### config.mk
export PLATFORM = sky130hd
export DESIGN_NAME = hysteresis_crossing_frequency_meter_flat
export DESIGN_NICKNAME = d
export VERILOG_FILES = /design/src/rtl/core/hcfm_pkg.sv /design/src/rtl/core/hcfm_if.sv /design/src/rtl/core/hysteresis_crossing_frequency_meter.sv /design/src/flat_wrapper.sv
export SDC_FILE = /design/constraint.sdc
export NUM_CORES = 1
export LEC_CHECK = 0
export ABC_CLOCK_PERIOD_IN_PS = 6750
export BUFFER_PORTS_ARGS = -buffer_cell sky130_fd_sc_hd__buf_2
export CORE_UTILIZATION = 35
export CTS_CLUSTER_SIZE = 24
export DETAILED_ROUTE_END_ITERATION = 7
export GPL_TIMING_DRIVEN = 0
export HOLD_SLACK_MARGIN = 0.05
export MAX_ROUTING_LAYER = met4
export PLACE_DENSITY_LB_ADDON = 0.1
export SYNTH_ARGS = -nofsm -noshare
export SYNTH_HDL_FRONTEND = slang
export SYNTH_SLANG_ARGS = --single-unit
### constraint.sdc
create_clock -name clk -period 6.75 [get_ports clk]
set_input_delay 1.35 -clock clk [delete_from_list [all_inputs] [get_ports clk]]
set_output_delay 1.35 -clock clk [all_outputs]
set_load 0.02 [all_outputs]
### src/rtl/core/hcfm_pkg.sv
package hcfm_pkg;

  localparam int SAMPLE_W   = 12;
  localparam int COUNT_W    = 11;
  localparam int RATE_W     = 23;
  localparam int FREQ_W     = 30;
  localparam int CFG_IDX_W  = 2;
  localparam int CFG_DATA_W = 23;

  // block length must stay a power of two: the divisor 2^n - 1 is folded
  localparam int BLOCK_SAMPLES = 2048;
  localparam int POS_W         = $clog2(BLOCK_SAMPLES);
  localparam int DEN           = BLOCK_SAMPLES - 1;

  // q8 scaling over twice the span: 256 / 2
  localparam int FRAC_SHIFT = 7;
  localparam int MUL_W      = RATE_W + COUNT_W;
  localparam int PROD_W     = MUL_W + FRAC_SHIFT;
  localparam int FOLD_A_W   = PROD_W - POS_W;
  localparam int FOLD_STEPS = 4;
  localparam int FOLD_W     = $clog2(FOLD_STEPS);

  localparam logic [COUNT_W-1:0]  COUNT_MAX  = {COUNT_W{1'b1}};
  localparam logic [SAMPLE_W-1:0] HIGH_RESET = SAMPLE_W'(2248);
  localparam logic [SAMPLE_W-1:0] LOW_RESET  = SAMPLE_W'(1848);
  localparam logic [RATE_W-1:0]   RATE_RESET = RATE_W'(1000000);

  typedef enum logic [CFG_IDX_W-1:0] {
    REG_HIGH = 2'd0,
    REG_LOW  = 2'd1,
    REG_RATE = 2'd2
  } cfg_reg_t;

endpackage

### src/rtl/core/hcfm_if.sv
interface hcfm_in_if;
  import hcfm_pkg::*;

  logic                valid;
  logic                ready;
  logic [SAMPLE_W-1:0] sample;

  modport source (output valid, output sample, input ready);
  modport sink (input valid, input sample, output ready);
endinterface

interface hcfm_out_if;
  import hcfm_pkg::*;

  logic               valid;
  logic               ready;
  logic [COUNT_W-1:0] crossing_count;
  logic [FREQ_W-1:0]  frequency_q8;

  modport source (output valid, output crossing_count, output frequency_q8, input ready);
  modport sink (input valid, input crossing_count, input frequency_q8, output ready);
endinterface

### src/rtl/core/hysteresis_crossing_frequency_meter.sv
// Hysteresis crossing frequency meter: takes one 12-bit ADC sample per transaction in
// blocks of 2048 and, after the last sample of a block, returns the number of hysteresis
// crossings in it and the frequency in Q8 hertz, rate * count * 128 / 2047, truncated.
// One sample is accepted in every cycle unless the input stalls; samples are registered
// and the crossing state is updated in the next cycle. A small sequencer (one multiply,
// four folds by 2^11 - 1, one correction) works out the frequency; the input stalls only
// if a block's last sample arrives while the previous block's result is still in that
// sequencer. The result register holds one result until it is taken. Thresholds and rate
// must be written by the user through the cfg port while idle; the block does not enforce it.
module hysteresis_crossing_frequency_meter (
  input  logic                             clk,
  input  logic                             rst_n,
  hcfm_in_if.sink                          in_ch,
  hcfm_out_if.source                       out_ch,
  input  logic                             cfg_we,
  input  logic [hcfm_pkg::CFG_IDX_W-1:0]   cfg_index,
  input  logic [hcfm_pkg::CFG_DATA_W-1:0]  cfg_wdata
);
  import hcfm_pkg::*;

  typedef enum logic [2:0] {
    U_IDLE,
    U_MUL,
    U_FOLD,
    U_FIX,
    U_DONE
  } fstate_t;

  logic [SAMPLE_W-1:0] high_r;
  logic [SAMPLE_W-1:0] low_r;
  logic [RATE_W-1:0]   rate_r;

  logic [POS_W-1:0]    pos_r;
  logic                in_first;
  logic                in_last;
  logic                in_acc;

  logic                s1_valid_r;
  logic                s1_first_r;
  logic                s1_last_r;
  logic [SAMPLE_W-1:0] s1_sample_r;

  logic [SAMPLE_W-1:0] prev_r;
  logic                from_high_r;
  logic                from_low_r;
  logic [COUNT_W-1:0]  cross_r;

  logic                hit;
  logic                from_high_nxt;
  logic                from_low_nxt;
  logic [COUNT_W-1:0]  cross_nxt;

  fstate_t             fst_r;
  logic [COUNT_W-1:0]  ucnt_r;
  logic [RATE_W-1:0]   urate_r;
  logic [PROD_W-1:0]   n_r;
  logic [FREQ_W-1:0]   q_r;
  logic [FOLD_W-1:0]   fold_r;
  logic [MUL_W-1:0]    mul_w;
  logic [FOLD_A_W-1:0] fold_a;
  logic [PROD_W-1:0]   n_fold;

  logic                out_valid_r;
  logic [COUNT_W-1:0]  out_count_r;
  logic [FREQ_W-1:0]   out_freq_r;

  // configuration registers
  always_ff @(posedge clk) begin
    if (!rst_n) begin
      high_r <= HIGH_RESET;
      low_r  <= LOW_RESET;
      rate_r <= RATE_RESET;
    end else if (cfg_we) begin
      unique case (cfg_index)
        REG_HIGH: high_r <= cfg_wdata[SAMPLE_W-1:0];
        REG_LOW:  low_r  <= cfg_wdata[SAMPLE_W-1:0];
        REG_RATE: rate_r <= cfg_wdata[RATE_W-1:0];
        default: ;
      endcase
    end
  end

  // input side: position in block and input register
  assign in_first = (pos_r == '0);
  assign in_last  = (pos_r == POS_W'(BLOCK_SAMPLES - 1));
  // a last sample needs the frequency sequencer free when it reaches it
  assign in_ch.ready = !(in_last && ((fst_r != U_IDLE) || (s1_valid_r && s1_last_r)));
  assign in_acc      = in_ch.valid && in_ch.ready;

  always_ff @(posedge clk) begin
    if (!rst_n) begin
      pos_r      <= '0;
      s1_valid_r <= 1'b0;
    end else begin
      s1_valid_r <= in_acc;
      if (in_acc) begin
        pos_r <= in_last ? '0 : pos_r + POS_W'(1);
      end
    end
  end

  always_ff @(posedge clk) begin
    if (in_acc) begin
      s1_sample_r <= in_ch.sample;
      s1_first_r  <= in_first;
      s1_last_r   <= in_last;
    end
  end

  // crossing rules, first match wins
  always_comb begin
    hit           = 1'b0;
    from_high_nxt = from_high_r;
    from_low_nxt  = from_low_r;
    if (!s1_first_r) begin
      if (s1_sample_r > high_r && prev_r < low_r) begin
        hit = 1'b1;
      end else if (s1_sample_r < low_r && prev_r > high_r) begin
        hit = 1'b1;
      end else if (!from_high_r && !from_low_r && s1_sample_r < high_r
                   && s1_sample_r > low_r) begin
        if (prev_r > high_r) begin
          from_high_nxt = 1'b1;
        end else if (prev_r < low_r) begin
          from_low_nxt = 1'b1;
        end
      end else if (from_high_r && s1_sample_r < low_r) begin
        hit           = 1'b1;
        from_high_nxt = 1'b0;
      end else if (from_low_r && s1_sample_r > high_r) begin
        hit          = 1'b1;
        from_low_nxt = 1'b0;
      end
    end
    // saturating count
    cross_nxt = (hit && cross_r != COUNT_MAX) ? cross_r + COUNT_W'(1) : cross_r;
  end

  always_ff @(posedge clk) begin
    if (!rst_n) begin
      prev_r      <= '0;
      from_high_r <= 1'b0;
      from_low_r  <= 1'b0;
      cross_r     <= '0;
    end else if (s1_valid_r) begin
      if (s1_last_r) begin
        prev_r      <= '0;
        from_high_r <= 1'b0;
        from_low_r  <= 1'b0;
        cross_r     <= '0;
      end else begin
        prev_r      <= s1_sample_r;
        from_high_r <= from_high_nxt;
        from_low_r  <= from_low_nxt;
        cross_r     <= cross_nxt;
      end
    end
  end

  // frequency: n = rate * count * 128, q = n / (2^POS_W - 1)
  // fold step: n = a * 2^POS_W + b gives q += a, n = a + b
  assign mul_w  = urate_r * ucnt_r;
  assign fold_a = n_r[PROD_W-1:POS_W];
  assign n_fold = PROD_W'(fold_a) + PROD_W'(n_r[POS_W-1:0]);

  always_ff @(posedge clk) begin
    if (!rst_n) begin
      fst_r       <= U_IDLE;
      out_valid_r <= 1'b0;
    end else begin
      if (out_valid_r && out_ch.ready) begin
        out_valid_r <= 1'b0;
      end
      unique case (fst_r)
        U_IDLE: begin
          if (s1_valid_r && s1_last_r) begin
            ucnt_r  <= cross_nxt;
            urate_r <= rate_r;
            fst_r   <= U_MUL;
          end
        end
        U_MUL: begin
          n_r    <= {mul_w, {FRAC_SHIFT{1'b0}}};
          q_r    <= '0;
          fold_r <= '0;
          fst_r  <= U_FOLD;
        end
        U_FOLD: begin
          n_r    <= n_fold;
          q_r    <= q_r + fold_a[FREQ_W-1:0];
          fold_r <= fold_r + FOLD_W'(1);
          if (fold_r == FOLD_W'(FOLD_STEPS - 1)) begin
            fst_r <= U_FIX;
          end
        end
        U_FIX: begin
          // after the folds the remainder is at most 2^POS_W
          if (n_r >= PROD_W'(DEN)) begin
            q_r <= q_r + FREQ_W'(1);
          end
          fst_r <= U_DONE;
        end
        U_DONE: begin
          if (!out_valid_r) begin
            out_valid_r <= 1'b1;
            out_count_r <= ucnt_r;
            out_freq_r  <= q_r;
            fst_r       <= U_IDLE;
          end
        end
        default: fst_r <= U_IDLE;
      endcase
    end
  end

  assign out_ch.valid          = out_valid_r;
  assign out_ch.crossing_count = out_count_r;
  assign out_ch.frequency_q8   = out_freq_r;

endmodule

### src/flat_wrapper.sv
// flat-port wrapper written by rule: the top's interface ports become plain ports
module hysteresis_crossing_frequency_meter_flat import hcfm_pkg::*;
  (clk, rst_n, cfg_we, cfg_index, cfg_wdata, in_ch_valid, in_ch_sample, in_ch_ready, out_ch_valid, out_ch_crossing_count, out_ch_frequency_q8, out_ch_ready);
  hcfm_in_if in_ch_i ();
  hcfm_out_if out_ch_i ();
  input  logic clk;
  input  logic rst_n;
  input  logic cfg_we;
  input  logic [hcfm_pkg::CFG_IDX_W-1:0] cfg_index;
  input  logic [hcfm_pkg::CFG_DATA_W-1:0] cfg_wdata;
  input wire logic [$bits(in_ch_i.valid)-1:0] in_ch_valid;
  input wire logic [$bits(in_ch_i.sample)-1:0] in_ch_sample;
  output wire logic [$bits(in_ch_i.ready)-1:0] in_ch_ready;
  output wire logic [$bits(out_ch_i.valid)-1:0] out_ch_valid;
  output wire logic [$bits(out_ch_i.crossing_count)-1:0] out_ch_crossing_count;
  output wire logic [$bits(out_ch_i.frequency_q8)-1:0] out_ch_frequency_q8;
  input wire logic [$bits(out_ch_i.ready)-1:0] out_ch_ready;
  assign in_ch_i.valid = in_ch_valid;
  assign in_ch_i.sample = in_ch_sample;
  assign in_ch_ready = in_ch_i.ready;
  assign out_ch_valid = out_ch_i.valid;
  assign out_ch_crossing_count = out_ch_i.crossing_count;
  assign out_ch_frequency_q8 = out_ch_i.frequency_q8;
  assign out_ch_i.ready = out_ch_ready;
  hysteresis_crossing_frequency_meter u_core (.clk(clk), .rst_n(rst_n), .in_ch(in_ch_i), .out_ch(out_ch_i), .cfg_we(cfg_we), .cfg_index(cfg_index), .cfg_wdata(cfg_wdata));
endmodule
==> out/qor.txt, run 1 <==
Critical Path AT - 6.92 ns
Most frequently used flop master after synthesis - edfxtp_1
Vias - 15600
Cells along the critical path - buf_4 > and2_1 > fa_1 > fa_1 > fa_1 > fa_1 > inv_1 > fa_1 > inv_1 > ha_1 > clkbuf_4 > nand4_1 > or3_4 > a211oi_4 > nor4_1 > or4_4 > a2111oi_4 > o21ai_2 > nor2b_1 > xnor2_1 > nor2_1
Initial cell density of the core - 35.4%
CTS Buf Count - 30
M1 WL - 26100 um
Worst min path class - register to register
FF+latch count, synth - 250
Chip height - 244 um
Cell variety after synth - 71
Synth Area in Adders - 28.5%
Worst slew pin tran - 1.21 ns
Die area - 0.0595 mm^2
Post-DP HPWL - 45400 um
Final #Nets - 2710
Initial antenna violation count - 1
DR vias/cell - 5.04
Final Hold Fails - 0
CP Max Fanout - 10
Hold Buf Count CTS - 0
CTS Buffer Depth - 3
Max-slew headroom - 19.1%
DRC - 0
Final wirelength - 57700 um
WHS - 0.427 ns
Most frequent cells in the layout - 318 x nand2_1, 257 x inv_1, 189 x fa_1
Routed met2 length - 28700 um
Type of the worst setup path - register to register
Routed len/inst - 18.6 um
Sequential share of the synthesized area - 32.3%
Max_cap viols - 0
Max layer used - met4
Highest-delay cell along the critical path - fa_1
I/O pins - 85
GRT Total Usage - 19.8%
Avg Cell Area, Syn - 9.49 um^2
Port Buffers - 84
First-pass GRT wire length - 88900 um
Multiplexer share of the synthesized area - 0.153%
Vias in the first global route - 15700
Latest clock arrival within the worst-skew pair - 0.61 ns
Outcome - completed
Slew Viols, Final - 0
Commonest non-fill, non-tap cell in the layout - nand2_1
Tmin final - 6.58 ns
Fmax - 152 MHz
Ys async rst share - 0%
CTS Sinks - 250
Post-synth EDFFs - 162
Setup crit end kind - register
CP most frequent cell - fa_1
Synth Warn # - 0
Sum Neg Setup Slack - 0 ns
Mapped cell area - 0.0205 mm^2
Post-synthesis compound-gate area fraction - 11.3%
Max Clock Skew - 0.0688 ns
Layout cell share with drive strength beyond 1 - 9.92%
Root Driver - clkbuf_16
CTS tree - built
Area Growth Syn to Fin - 15.1%
Post-synthesis simple-gate area fraction - 17.7%
Total gr overflow - 0
Horiz. Die Dim - 244 um
Largest family of logic cells by synthesized area - adder cells
Hold path cells - 0
Detail Route Antenna Nets - 0
Core area - 0.0578 mm^2
Critical Path RT - 7.09 ns
Post-Synth XOR/XNOR Area - 3.55%
H-tree levels - 1
Initial DRC count - 843
Max rail drop VDD - 179 uV
Met3 wire len - 1950 um
Pin count of the biggest net entering global routing - 22
Final period util - 97.5%
Core Rows - 88
Startpoint Class - register
Synth Instances - 2159
GP Congestion - 0.865
Slowest cell delay on critical path - 0.56 ns
Dpl cells - 3022
LEAKAGE - 0.0104 uW
Reg2reg path depth - 21
First drt pass iteration count - 5
Clk pin slew, worst setup/hold paths - 0.06 ns
Count of final setup violators - 0
Cell Count, Final, Fillers Out - 3105
PD cells - 150 mW/mm^2
Post-Syn Nets - 2554
[cells in the mapped netlist (26+ instances only)]
cell      number  area share, %
a21o_1        41            1.5
o21ai_0       60            1.5
xnor2_1       49            2.1
edfxtp_1     162             24
fa_1         190             19
inv_1        257            4.7
clkbuf_1      85            1.6
nor2_1       114            2.1
dfxtp_1       88            8.6
a21oi_1      129            3.2
ha_1         163             10
nor3_1        29           0.71
xor2_1        34            1.5
nand4_1       26           0.79
and2_1       133            4.1
nand2_1      318            5.8
nand3_1       39           0.95
[layer usage]
metal | vias up | track usage [%]
met5 | - | -
met4 | 0 | 4.34
met3 | 55 | 2.32
met2 | 285 | 33.3
met1 | 7748 | 25.5
li1 | 7559 | -
[state kept, by name, summed over array words and instances, names as in the netlist, 3 cells and up]
signal,count
u_core.s1_sample_r,12
u_core.n_r,41
u_core.ucnt_r,11
u_core.q_r,30
u_core.out_ch.frequency_q8,30
u_core.fst_r,3
u_core.rate_r,23
u_core.high_r,12
u_core.cross_r,11
u_core.prev_r,12
u_core.urate_r,23
u_core.out_ch.crossing_count,11
u_core.low_r,12
u_core.pos_r,11
[cells by family after synthesis]
kind of cell | count (synthesis)
AOI/OAI and AO/OA | 363
xor gates and xnor gates | 83
adders and majority gates | 353
buffers and inverters | 347
DFF | 250
muxes | 3
and+or+nand+nor | 760
[final timing paths]
path                                        from  slack, ns                      endpoint
hold reg to reg   u_core.rate_r[18]$_SDFFE_PN1P_       0.43  u_core.urate_r[18]$_DFFE_PP_
setup / recovery      u_core.ucnt_r[8]$_DFFE_PP_       0.17  u_core.n_r[36]$_SDFFCE_PP0P_
hold / removal    u_core.rate_r[18]$_SDFFE_PN1P_       0.43  u_core.urate_r[18]$_DFFE_PP_
setup reg to reg      u_core.ucnt_r[8]$_DFFE_PP_       0.17  u_core.n_r[36]$_SDFFCE_PP0P_
[repair_timing]
action | in CTS | in global routing
resized for setup | 34 | 95
pin swaps | 0 | 14
cloned | 0 | 2
setup buffers | 9 | 20
endpoints found under the setup margin | 10 | 6
[critical path, delay by kind of cell (launching register included)]
kind | cells | cell delay, ns
compound gates | 3 | 0.80
fa+ha+maj | 6 | 2.82
flops | 1 | 0.53
xor+xnor | 1 | 0.22
buf+inv | 4 | 0.53
simple gates | 7 | 1.44
[cell type report]
| class | count | area, um^2 |
|---|---|---|
| clock inverter | 17 | 263 |
| sequential | 250 | 6630 |
| fill | 5825 | 34200 |
| inverter | 259 | 972 |
| tap | 765 | 957 |
| antenna | 1 | 2.50 |
| clock buffer | 39 | 795 |
| timing repair buffer | 129 | 827 |
| multi-input combinational | 1562 | 12700 |
| buffer | 83 | 473 |
[power by group]
part / total (uW) / leakage, uW / internal [uW] / switching, uW
Clock: 1730 / 0.000510 / 1060 / 672
Sequential: 1650 / 0.00219 / 1630 / 16.2
Combinational: 142 / 0.00772 / 54.8 / 87.6
Total: 3530 / 0.0104 / 2750 / 776
[through the flow]
| stage | util, % | worst slack (ns) | power [uW] | cell area [um^2] |
|---|---|---|---|---|
| global route | 40.8 | -0.0266 | 3650 | 23600 |
| floorplan | - | 0.751 | 1770 | 20500 |
| global placement | 37.8 | -0.779 | 1820 | 21900 |
| CTS | 40.2 | 0.000341 | 3580 | 23200 |
| detailed placement | 38.1 | -0.516 | 1830 | 22000 |
| finish | 40.8 | 0.171 | 3530 | 23600 |
Power figures use the tool's default switching activity.
==> run 2, diff against run 1 <==
- SETUP_SLACK_MARGIN: unset -> 0.4
==> run 2 against run 1 <==
Effect of this change: clock power hardly changed; sequential cell count stayed put; first-iteration DRC count is 0.59% higher; die area stayed put; global-route usage is 0.24 points higher; count of clock-buffer cells in the layout stayed put; utilization is 0.55 points higher; register-to-register slack better by 0.33 ns; highest routed layer unchanged; sequential share of layout area is 0.38 points lower; critical path type unchanged; critical path depth is 1 lower.
==> out/qor.txt, run 2 (synthesis results as in run 1) <==
Outcome - completed
Max Clock Skew - 0.0665 ns
Critical Path Start - u_core.ucnt_r[8]$_DFFE_PP_
I/O pins - 85
Count of final setup violators - 0
Worst min path class - register to register
Cell Count, Final, Fillers Out - 3123
RSZ-0062 raised after global routing - true
Max rail drop VDD - 178 uV
Fill cell count - 5808
H-tree levels - 1
Final Hold Fails - 0
Max-slew headroom - 20.0%
Routed len/inst - 18.6 um
Most frequent cells in the layout - 316 x nand2_1, 253 x inv_1, 188 x fa_1
CP Max Fanout - 8
Final period util - 92.6%
Slowest cell delay on critical path - 0.56 ns
Initial DRC count - 848
CTS Buffer Depth - 3
Reg2reg path depth - 20
Final #Nets - 2728
Die area - 0.0595 mm^2
Hold Buf Count CTS - 0
CP most frequent cell - fa_1
Total power - 3520 uW
CTS Sinks - 250
Max_cap viols - 0
R2r setup slk - 0.50 ns
CTS Buf Count - 30
Layout cell share with drive strength beyond 1 - 11.5%
Sum Neg Setup Slack - 0 ns
PD cells - 147 mW/mm^2
Post-DP HPWL - 45400 um
Critical Path AT - 6.59 ns
First drt pass iteration count - 5
Core area - 0.0578 mm^2
GRT Total Usage - 20.0%
CTS tree - built
Initial cell density of the core - 35.4%
LEAKAGE - 0.0106 uW
Highest-delay cell along the critical path - edfxtp_1
Cells along the critical path - buf_8 > and2_1 > fa_1 > fa_1 > fa_1 > fa_1 > inv_1 > fa_1 > inv_1 > ha_4 > nand3_2 > or3_4 > a211oi_4 > nor4_2 > or4_4 > a2111oi_4 > o21ai_2 > a21oi_2 > xnor2_2 > nor2_1
Vias in the first global route - 15900
Critical Path RT - 7.09 ns
DRC - 0
Clk pin slew, worst setup/hold paths - 0.06 ns
Worst slack, placed - -0.516 ns
Largest register FFs - 41
Total gr overflow - 0
Horiz. Die Dim - 244 um
Pin count of the biggest net entering global routing - 22
Startpoint Class - register
Setup crit end kind - register
First-pass GRT wire length - 90000 um
Latest clock arrival within the worst-skew pair - 0.61 ns
Type of the worst setup path - register to register
Area Growth Syn to Fin - 16.7%
R2R Path Start - u_core.ucnt_r[8]$_DFFE_PP_
Most flop-heavy register - u_core.n_r
Initial antenna violation count - 1
HP Start - u_core.rate_r[9]$_SDFFE_PN1P_
Final wirelength - 58000 um
Vias - 15800
Core Rows - 88
GP Congestion - 0.865
Fmax - 160 MHz
Chip height - 244 um
Root Driver - clkbuf_16
Slew Viols, Final - 0
Worst slew pin tran - 1.20 ns
CP Capture Point - u_core.n_r[40]$_SDFFCE_PP0P_
Tmin final - 6.25 ns
Dpl cells - 3022
Detail Route Antenna Nets - 0
DR vias/cell - 5.06
Crit Reg-Reg Endpoint - u_core.n_r[40]$_SDFFCE_PP0P_
Commonest non-fill, non-tap cell in the layout - nand2_1
Port Buffers - 84
PnR worst setup slack - 0.499 ns
WHS - 0.426 ns
run 2: cell types whose count changed in the layout (fill, tap and decap cells not counted), moves of 3 or more:
cell,delta
buf_4,+10
clkbuf_8,+14
o21ai_0,-3
buf_8,+6
buf_6,-8
ha_1,-3
ha_4,+3
o21ai_1,+3
buf_2,-3
inv_1,-4
inv_2,+4
run 2: repair_timing:
action / in CTS / in global routing
pin swaps: 52 / 14
setup endpoints to repair: 16 / 8
gates cloned: 1 / 0
resized for setup: 121 / 25
buffers inserted: 38 / 5
run 2: final cells by class:
type | instances | area [um^2] | area share [%]
plain buffers | 88 | 609 | 2.55
multi-input cells | 1562 | 12800 | 53.4
clock buffers | 39 | 795 | 3.32
diodes | 1 | 2.50 | 0.0105
flip-flops and latches | 250 | 6630 | 27.7
inverters | 259 | 972 | 4.07
well taps | 765 | 957 | 4.01
clock inverters | 17 | 263 | 1.10
repair buffers | 142 | 908 | 3.80
run 2: per-stage QoR:
stage	utilization [%]	instance area, um^2
global route	41.3	23900
detailed placement	38.1	22000
floorplan	-	20500
global placement	37.8	21900
finish	41.3	23900
CTS	41.2	23800
run 2: layer usage:
metal	global-route usage [%]	share of wire, %
met3	2.29	3.8
met4	5.13	2.4
met5	-	0
met2	33.4	49
met1	25.8	45
run 2: worst min path at each step:
stage / end / cells after the start
3_5_place_dp: u_core.urate_r[9]$_DFFE_PP_ / 0
3_3_place_gp: u_core.urate_r[22]$_DFFE_PP_ / 0
2_1_floorplan: u_core.urate_r[0]$_DFFE_PP_ / 0
6_report: u_core.urate_r[9]$_DFFE_PP_ / 0
5_1_grt: u_core.urate_r[9]$_DFFE_PP_ / 0
4_1_cts: u_core.urate_r[9]$_DFFE_PP_ / 0
run 2: critical path: cells and delay by family (launching register included):
kind                       cells  cell delay (ns)
DFF                            1             0.56
and+or+nand+nor                6             1.20
adders and majority gates      6             2.92
buffers and inverters          3             0.35
AOI/OAI and AO/OA              4             0.87
xor gates and xnor gates       1             0.15
run 2: where the power goes:
part           switching, uW  internal (uW)  total, uW  leakage [uW]
Combinational           87.6           54.8        142       0.00785
Sequential              16.2           1630       1650       0.00219
Clock                    670           1060       1730      0.000510
==> run 3, diff against run 2 <==
- PLACE_DENSITY: unset -> 0.57
- PLACE_DENSITY_LB_ADDON: 0.1 -> unset
==> run 3 against run 2 <==
Effect of this change: wire length down 4.0%; sequential power about the same; clock power shrank 9%; sequential share of layout area hardly changed; critical path depth did not move; global-route usage decreased by 0.78 points; critical path type unchanged.
==> out/qor.txt, run 3 (synthesis results as in run 1) <==
Total power - 3360 uW
First drt pass iteration count - 5
Root Driver - clkbuf_16
Critical Path RT - 7.04 ns
CP most frequent cell - fa_1
Chip height - 244 um
Outcome - completed
CP Max Fanout - 6
PD cells - 141 mW/mm^2
Critical Path AT - 6.57 ns
Sum Neg Setup Slack - 0 ns
RSZ-0062 raised after global routing - true
Post-DP HPWL - 43200 um
Initial DRC count - 1039
Setup crit end kind - register
Layout cell share with drive strength beyond 1 - 12.3%
Final Hold Fails - 0
Count of final setup violators - 0
PnR worst setup slack - 0.470 ns
DR vias/cell - 5.11
Fill cell count - 5645
GP Congestion - 0.895
CTS Buf Count - 29
Reg2reg path depth - 20
Clk pin slew, worst setup/hold paths - 0.06 ns
Max rail drop VDD - 168 uV
First-pass GRT wire length - 88200 um
Worst slew pin tran - 1.13 ns
I/O pins - 85
Final #Nets - 2740
Worst slack, placed - -0.413 ns
R2R Path Start - u_core.urate_r[4]$_DFFE_PP_
Worst min path class - register to register
Horiz. Die Dim - 244 um
Most flop-heavy register - u_core.n_r
Hold path cells - 0
WHS - 0.428 ns
Startpoint Class - register
Detail Route Antenna Nets - 0
Max-slew headroom - 24.4%
Pin count of the biggest net entering global routing - 22
Crit Reg-Reg Endpoint - u_core.n_r[36]$_SDFFCE_PP0P_
Largest register FFs - 41
GRT Total Usage - 19.2%
Total gr overflow - 0
Routed len/inst - 17.8 um
CTS Buffer Depth - 3
Most frequent cells in the layout - 314 x nand2_1, 254 x inv_1, 186 x fa_1
Core area - 0.0578 mm^2
Delay-heaviest family, CP - adder cells
# diodes - 0
Highest-delay cell along the critical path - fa_1
Final period util - 93.0%
HP Start - u_core.rate_r[11]$_SDFFE_PN0P_
Vias in the first global route - 16400
Port Buffers - 84
Core Rows - 88
Crit path buf inv count - 3
DRC - 0
Initial cell density of the core - 35.4%
H-tree levels - 1
Max Clock Skew - 0.0120 ns
Endpoint, Worst Hold - u_core.urate_r[11]$_DFFE_PP_
Hold Buf Count CTS - 0
LEAKAGE - 0.0106 uW
Latest clock arrival within the worst-skew pair - 0.55 ns
Final wirelength - 55700 um
Commonest non-fill, non-tap cell in the layout - nand2_1
Cells along the critical path - clkbuf_8 > and2_1 > fa_1 > fa_1 > fa_1 > fa_1 > inv_1 > fa_1 > inv_1 > ha_4 > nand3_2 > or3_4 > a211oi_4 > nor4_2 > or4_4 > a2111oi_4 > o21ai_2 > nor2b_2 > xnor2_2 > nor2_2
Type of the worst setup path - register to register
Fmax - 159 MHz
R2r setup slk - 0.47 ns
Slew Viols, Final - 0
Max_cap viols - 0
Die area - 0.0595 mm^2
Vias - 16000
Slowest cell delay on critical path - 0.57 ns
CTS tree - built
Area Growth Syn to Fin - 16.7%
Initial antenna violation count - 0
CTS Sinks - 250
Tmin final - 6.28 ns
-- run 3: layer usage --
metal,vias up,part of all wire (%),track usage [%]
li1,7613,-,-
met1,7906,45,24.9
met2,416,48,31.6
met3,83,5.1,2.94
met4,0,2.2,4.49
met5,-,0,-
-- run 3: stage by stage --
step	utilization, %	cell area [um^2]	cells
global route	41.4	23900	3132
detailed placement	38.1	22000	3022
CTS	41.2	23800	3129
floorplan	-	20500	2159
global placement	37.8	21900	3008
finish	41.4	23900	3132
-- run 3: layout make-up --
cell class	instances	area [um^2]	area share (%)
Clock inverter	17	175	0.733
Sequential cell	250	6630	27.7
Timing Repair Buffer	155	1030	4.30
Tap cell	765	957	4.00
Buffer	88	632	2.64
Multi-Input combinational cell	1562	12700	53.3
Inverter	259	972	4.07
Clock buffer	36	782	3.27
-- run 3: worst max-delay path by stage --
stage / to / from / cells past startpoint
finish: u_core.n_r[36]$_SDFFCE_PP0P_ / u_core.urate_r[4]$_DFFE_PP_ / 20
global route: u_core.n_r[36]$_SDFFCE_PP0P_ / u_core.ucnt_r[6]$_DFFE_PP_ / 22
CTS: u_core.n_r[36]$_SDFFCE_PP0P_ / u_core.urate_r[2]$_DFFE_PP_ / 22
detailed placement: u_core.n_r[36]$_SDFFCE_PP0P_ / u_core.ucnt_r[8]$_DFFE_PP_ / 21
global placement: u_core.q_r[7]$_SDFFCE_PN0P_ / rst_n / 4
floorplan: u_core.n_r[36]$_SDFFCE_PP0P_ / u_core.ucnt_r[7]$_DFFE_PP_ / 21
-- run 3: report_power, final --
group	switching, uW	internal, uW	total, uW
Combinational	86.8	55.1	142
Clock	636	935	1570
Sequential	16.7	1630	1650
Total	739	2620	3360
-- run 3: repair_timing --
| action | CTS | global route |
|---|---|---|
| gates cloned | 1 | 0 |
| gates resized for setup | 122 | 25 |
| setup buffers | 53 | 3 |
| setup endpoints to repair | 15 | 11 |
| pin swaps | 45 | 5 |
